===== src/lkv_pkg.sv =====
// Package of the LRU key-value cache: widths, reset values, codes and the
// structs passed between the top level and the cell row. No dependencies.
`default_nettype none

package lkv_pkg;

  localparam int CAPACITY_DEF = 8;
  localparam int KEY_W        = 32;
  localparam int VAL_W        = 32;
  localparam int CFG_W        = 4;

  localparam logic [CFG_W-1:0] CAP_RESET = 4'd8;

  typedef enum logic {
    REQ_GET = 1'b0,
    REQ_PUT = 1'b1
  } lkv_req_t;

  // One stored entry; position in the row is its recency (0 is most recent).
  typedef struct packed {
    logic             valid;
    logic [KEY_W-1:0] key;
    logic [VAL_W-1:0] value;
  } lkv_entry_t;

  // Row-wide control for the cycle in which a word is accepted.
  typedef struct packed {
    logic hit_op;  // accepted request matched a stored key
    logic ins;     // accepted put with a new key
    logic full;    // occupancy has reached the capacity in use
  } lkv_ctl_t;

endpackage

`default_nettype wire


===== src/lkv_cell.sv =====
// One cell of the recency-ordered entry row of the LRU key-value cache.
// Depends on lkv_pkg for the entry and control structs.
`default_nettype none

module lkv_cell (
  input  logic                     clk,
  input  logic                     rst,
  input  lkv_pkg::lkv_ctl_t        ctl,
  input  lkv_pkg::lkv_entry_t      prev,
  input  logic [lkv_pkg::KEY_W-1:0] key,
  input  logic                     hit_tail_in,
  input  logic [lkv_pkg::VAL_W-1:0] rd_in,
  output lkv_pkg::lkv_entry_t      entry,
  output logic                     hit_tail_out,
  output logic [lkv_pkg::VAL_W-1:0] rd_out
);
  import lkv_pkg::*;

  logic hit;
  logic shift;

  assign hit          = entry.valid && (entry.key == key);
  assign hit_tail_out = hit | hit_tail_in;
  assign rd_out       = rd_in | (hit ? entry.value : '0);

  // On a hit every cell from the front up to the matching one moves back by
  // one. On an insert the row moves back over the valid cells; when full the
  // last valid cell is overwritten, otherwise the first free cell is filled.
  always_comb begin
    if (ctl.hit_op) begin
      shift = hit_tail_out;
    end else if (ctl.ins) begin
      shift = ctl.full ? entry.valid : prev.valid;
    end else begin
      shift = 1'b0;
    end
  end

  always_ff @(posedge clk) begin
    if (rst) begin
      entry.valid <= 1'b0;
    end else if (shift) begin
      entry <= prev;
    end
  end

endmodule

`default_nettype wire


===== src/lru_key_value_cache.sv =====
// Top level of the fully associative LRU key-value cache.
// Depends on lkv_pkg and lkv_cell.
//
// Usage:
//   Requests come in on the s_ stream: s_tuser is the request kind (get or
//   put), s_tdata carries key and value. Every request gives exactly one
//   word on the m_ stream: m_tuser is the found flag, m_tdata the value read
//   on a get hit and zero otherwise.
//   The key of a request is compared against every cell at once and the
//   recency row shifts at the accepting edge, so the result is valid the
//   cycle after acceptance and a new request can be taken every cycle while
//   the output register is empty or being drained.
//   The output register holds its word while m_tready is low; s_tready is
//   high whenever that register is empty or being drained in the same cycle,
//   so a stalled receiver holds off the sender after one word.
//   cfg_we/cfg_data write the capacity in use; 0 acts as 1 and values above
//   CAPACITY act as CAPACITY. Lowering it evicts nothing until later puts.
//   Reset empties the cache, sets the capacity in use to 8 and drops any
//   pending result.
`default_nettype none

module lru_key_value_cache #(
  parameter int CAPACITY = lkv_pkg::CAPACITY_DEF
) (
  input  logic                                clk,
  input  logic                                rst,
  input  logic                                cfg_we,
  input  logic [lkv_pkg::CFG_W-1:0]           cfg_data,
  input  logic                                s_tvalid,
  output logic                                s_tready,
  // [31:0] key, [63:32] value
  input  logic [lkv_pkg::KEY_W+lkv_pkg::VAL_W-1:0] s_tdata,
  // [0] req_type
  input  logic                                s_tuser,
  output logic                                m_tvalid,
  input  logic                                m_tready,
  // [31:0] read_value
  output logic [lkv_pkg::VAL_W-1:0]           m_tdata,
  // [0] found
  output logic                                m_tuser
);
  import lkv_pkg::*;

  localparam int OW = $clog2(CAPACITY + 1);
  localparam int CW = (OW > CFG_W) ? OW : CFG_W;
  localparam logic [CW-1:0] CAP_MAX = CW'(CAPACITY);

  logic [CFG_W-1:0] cap;
  logic [CW-1:0]    cap_ext;
  logic [CW-1:0]    cap_eff;
  logic [OW-1:0]    occ;
  logic [OW-1:0]    occ_next;
  logic             full;
  logic             accept;
  logic             hit_any;
  lkv_req_t         req;
  logic [KEY_W-1:0] in_key;
  logic [VAL_W-1:0] in_value;
  lkv_ctl_t         ctl;
  lkv_entry_t       front_entry;
  lkv_entry_t       entries [CAPACITY];
  logic             hit_tail [CAPACITY+1];
  logic [VAL_W-1:0] rd [CAPACITY+1];
  logic             out_valid;
  logic             out_found;
  logic [VAL_W-1:0] out_rdata;

  assign req      = lkv_req_t'(s_tuser);
  assign in_key   = s_tdata[KEY_W-1:0];
  assign in_value = s_tdata[KEY_W+VAL_W-1:KEY_W];

  assign s_tready = !out_valid || m_tready;
  assign accept   = s_tvalid && s_tready;

  always_ff @(posedge clk) begin
    if (rst) begin
      cap <= CAP_RESET;
    end else if (cfg_we) begin
      cap <= cfg_data;
    end
  end

  always_comb begin
    cap_ext = CW'(cap);
    if (cap == '0) begin
      cap_eff = CW'(1);
    end else if (cap_ext > CAP_MAX) begin
      cap_eff = CAP_MAX;
    end else begin
      cap_eff = cap_ext;
    end
  end

  assign full    = CW'(occ) >= cap_eff;
  assign hit_any = hit_tail[0];

  assign ctl.hit_op = accept && hit_any;
  assign ctl.ins    = accept && !hit_any && (req == REQ_PUT);
  assign ctl.full   = full;

  // Whatever enters the front cell becomes the most recent entry.
  assign front_entry.valid = 1'b1;
  assign front_entry.key   = in_key;
  assign front_entry.value = (req == REQ_PUT) ? in_value : rd[0];

  assign hit_tail[CAPACITY] = 1'b0;
  assign rd[CAPACITY]       = '0;

  for (genvar i = 0; i < CAPACITY; i++) begin : g_cell
    lkv_entry_t prev;
    if (i == 0) begin : g_front
      assign prev = front_entry;
    end else begin : g_rest
      assign prev = entries[i-1];
    end
    lkv_cell u_cell (
      .clk          (clk),
      .rst          (rst),
      .ctl          (ctl),
      .prev         (prev),
      .key          (in_key),
      .hit_tail_in  (hit_tail[i+1]),
      .rd_in        (rd[i+1]),
      .entry        (entries[i]),
      .hit_tail_out (hit_tail[i]),
      .rd_out       (rd[i])
    );
  end

  always_comb begin
    occ_next = occ;
    if (ctl.ins && !full) begin
      occ_next = occ + OW'(1);
    end
  end

  always_ff @(posedge clk) begin
    if (rst) begin
      occ <= '0;
    end else begin
      occ <= occ_next;
    end
  end

  always_ff @(posedge clk) begin
    if (rst) begin
      out_valid <= 1'b0;
    end else if (accept) begin
      out_valid <= 1'b1;
    end else if (m_tready) begin
      out_valid <= 1'b0;
    end
  end

  always_ff @(posedge clk) begin
    if (accept) begin
      out_found <= hit_any;
      out_rdata <= (hit_any && (req == REQ_GET)) ? rd[0] : '0;
    end
  end

  assign m_tvalid = out_valid;
  assign m_tdata  = out_rdata;
  assign m_tuser  = out_found;

endmodule

`default_nettype wire


===== config.mk =====
export PLATFORM = sky130hd
export DESIGN_NAME = lru_key_value_cache
export DESIGN_NICKNAME = d
export VERILOG_FILES = /design/src/lkv_pkg.sv /design/src/lkv_cell.sv /design/src/lru_key_value_cache.sv
export SDC_FILE = /design/constraint.sdc
export NUM_CORES = 1
export LEC_CHECK = 0
export BUFFER_PORTS_ARGS = -buffer_cell sky130_fd_sc_hd__buf_4
export CORE_ASPECT_RATIO = 0.8
export CORE_UTILIZATION = 35
export DETAILED_ROUTE_END_ITERATION = 8
export PLACE_DENSITY = 0.57
export SLEW_MARGIN = 20
export SYNTH_ARGS = -nofsm -noshare
export SYNTH_HDL_FRONTEND = slang
export SYNTH_SLANG_ARGS = --single-unit

===== constraint.sdc =====
create_clock -name clk -period 13 [get_ports clk]
set_clock_uncertainty 0.05 [all_clocks]
set_input_delay 1.3 -clock clk [delete_from_list [all_inputs] [get_ports clk]]
set_output_delay 1.3 -clock clk [all_outputs]
set_load 0.02 [all_outputs]

==> flow_metrics.py <==
metrics = {
    "outcome": {
        "outcome": "finished clean",
    },
    "synth": {
        "syn_inst": 1478,
        "synth-edff-count": 545,
        "yosysTopAreaCellShare_pct": 70.9,
        "synth_top_area_cell": "edfxtp_1",
        "ys_top_cells_by_area": "edfxtp_1 (71%), xor2_1 (8.4%), a22oi_1 (2.8%), nor4_1 (2.1%), nor2_1 (1.6%)",
        "synthArstFlopShare_pct": 0,
        "yosys_register_bits": 562,
        "synth_ff_type": "edfxtp_1",
        "syn_avg_cell_area_um2": 15.6,
        "yosysUniqueCellTypes": 62,
        "synth_nets": 1557,
        "synth.cell_area_um2": 23100,
        "seq_area_frac_synth_pct": 72.4,
        "yosys_warnings": 0,
        "synth_common_cells": "edfxtp_1 (545), xor2_1 (222), nor2_1 (100)",
        "synth.most_common_cell": "edfxtp_1",
    },
    "placement": {
        "portBuffers": 108,
        "dp_hpwl_um": 40300,
        "postPlaceCellArea_um2": 24800,
        "place.gp.congestion": 0.901,
    },
    "worst_setup_path": {
        "cp_max_fo": 57,
        "critPathCaptureType": "register",
        "path_class": "in2reg",
        "cp-start-kind": "primary input",
        "worstPathRequired_ps": 13180,
        "slowest_delay_ps": 830,
        "worstPathArrival_ps": 5040,
        "critical_path.slowest_cell": "buf_4",
        "worstPathCellList": "buf_4, xnor2_1, nor4b_1, nand4_1, or3_1, or4_1, nand3_1, a21oi_1, nor3_2, buf_4",
        "crit_top_cell": "buf_4",
    },
    "finish": {
        "multi_input_area_um2": 6030,
        "regArea_um2": 16700,
        "fill_cells": 5868,
        "antenna_cells": 0,
        "layout-drive-gt1-share_pct": 15.3,
        "final_area_um2": 26700,
        "fin_nets": 1671,
        "syn_to_final_growth_pct": 15.6,
    },
    "global_routing": {
        "antenna_found_initial": 0,
        "overflow": 0,
        "grt_max_degree": 67,
        "grt_pass1_vias": 13424,
        "grt_util_all_layers_pct": 18.1,
        "grt_pass1_wl_um": 89000,
    },
    "timing": {
        "period_minus_slack_ps": 4860,
        "final.setup.tns_ps": 0,
        "fin_crit_sh_pct": 37.3,
        "hold_violations": 0,
        "max-slew-margin-rel_pct": 27.0,
        "max_slew.worst_pin.slew_ps": 1100,
        "rsz0062_at_grt": "no",
        "finalSetupViolCount": 0,
        "final_max_slew_viol_count": 0,
        "clock.fmax_ghz": 0.206,
    },
    "clock_tree": {
        "cts_made_buffers": 56,
        "hold_buffers": 0,
        "cts_buffer_depth": 3,
        "cts_max_level": 2,
        "clock_latency_ps": 630,
        "clkTransAtPathRegs_ps": 60,
        "cts_setup_buffers": 0,
        "post_cts_resized": 0,
        "cts_tree": "done",
        "cts_num_sinks": 562,
        "cts_root_buf": "clkbuf_16",
    },
    "route": {
        "wl_um": 60400,
        "antenna_left": 0,
        "dr.pass1.iters": 7,
        "viasPerCell": 5.32,
        "drt-initial-drc-count": 1354,
        "route.met2.wl_um": 26600,
        "avgRoutedWirePerCell_um": 24.3,
        "vias": 13250,
        "wl_met3_um": 3980,
        "drt-met1-wl_um": 28400,
        "drc": 0,
        "highest_layer": "met4",
    },
    "power_and_ir_drop": {
        "ir_drop_mv": 0.101,
        "p_leak_nw": 8.67,
        "p_per_area_nw_per_um2": 142,
    },
    "floorplan": {
        "rows": 83,
        "die_h_um": 232,
        "start_util_pct": 35.7,
        "ioPinCount": 109,
        "die-area_um2": 67000,
        "core_um2": 64700,
        "chipWidth_um": 289,
    },
    "job": {
        "cap_violations": 0,
    },
    "min_path": {
        "hold_class": "reg2reg",
    },
}
## placed cells by master (no fill, tap or decap), drive strengths merged, types with 18 or more instances in the layout
master,netlist,layout
a21oi,49,49
xor2,222,222
a22oi,87,87
nor2,100,100
a221oi,21,21
clkbuf,23,72
nand4,25,25
buf,50,129
inv,15,18
and3,23,23
nor4,83,83
nand2,33,33
a22o,21,21
edfxtp,545,545
xnor2,30,30
clkinv,1,20
## worst max-delay path, delay by kind of cell
family | cells | cell delay [ps]
and+or+nand+nor | 6 | 2270
buffers and inverters | 2 | 1010
xor gates and xnor gates | 1 | 280
AOI/OAI and AO/OA | 1 | 60
## power by group
group	internal, mW	switching (mW)	leakage [nW]
sequential	1.98	0.00791	5.09
clock	0.953	0.701	0.906
combinational	0.0538	0.105	2.67
## kinds of logic (layout without fill, tap and decap cells)
family | after synthesis | after routing | synth area share (%)
flip-flops | 562 | 562 | 72.4
multiplexers | 10 | 10 | 0.461
AND/OR/NAND/NOR | 355 | 355 | 9.04
AO/OA/AOI/OAI | 205 | 205 | 6.41
buffers and inverters | 89 | 250 | 1.86
XOR/XNOR | 252 | 252 | 9.56
adder cells (fa/ha/maj) | 5 | 5 | 0.271
## state kept, by name, summed over array words and instances, names as in the netlist
register,count
cap,4
m_tuser,1
occ,4
g_cell.u_cell.entry,520
m_tvalid,1
m_tdata,32
## metal layers
metal	GRT usage, %	up-vias
li1	-	5957
met2	27.1	526
met1	26.9	6670
met5	0	-
met3	2.61	97
met4	5.66	0
## through the flow
step	util [%]	worst slack [ps]	hold slack, ps	power, mW	instances
after floorplan	-	5010	376	2.12	1478
after global placement	38.4	7520	378	2.18	2384
after detailed placement	38.4	7540	382	2.18	2384
after CTS	41.3	8190	392	3.83	2489
after global routing	41.3	7930	402	3.91	2489
final	41.3	8140	393	3.80	2489
## worst paths after layout
check                           slack [ps]  depth (start not counted)                         end                        from
worst max-delay path                  8140                         10  g_cell[1].u_cell.entry[19]                  s_tdata[4]
worst min-delay path                   390                          0   g_cell[3].u_cell.entry[5]   g_cell[2].u_cell.entry[5]
worst max register to register        8610                          9  g_cell[1].u_cell.entry[19]  g_cell[1].u_cell.entry[36]
worst min register to register         390                          0   g_cell[3].u_cell.entry[5]   g_cell[2].u_cell.entry[5]
## layout make-up
cell class,count,share of cell area (%)
repair buffers,129,3.63
clock buffers,72,5.59
well taps,850,3.98
multi-input cells,827,22.6
flip-flops and latches,562,62.6
inverters,16,0.225
clock inverters,33,1.39
Power figures use the tool's default switching activity.
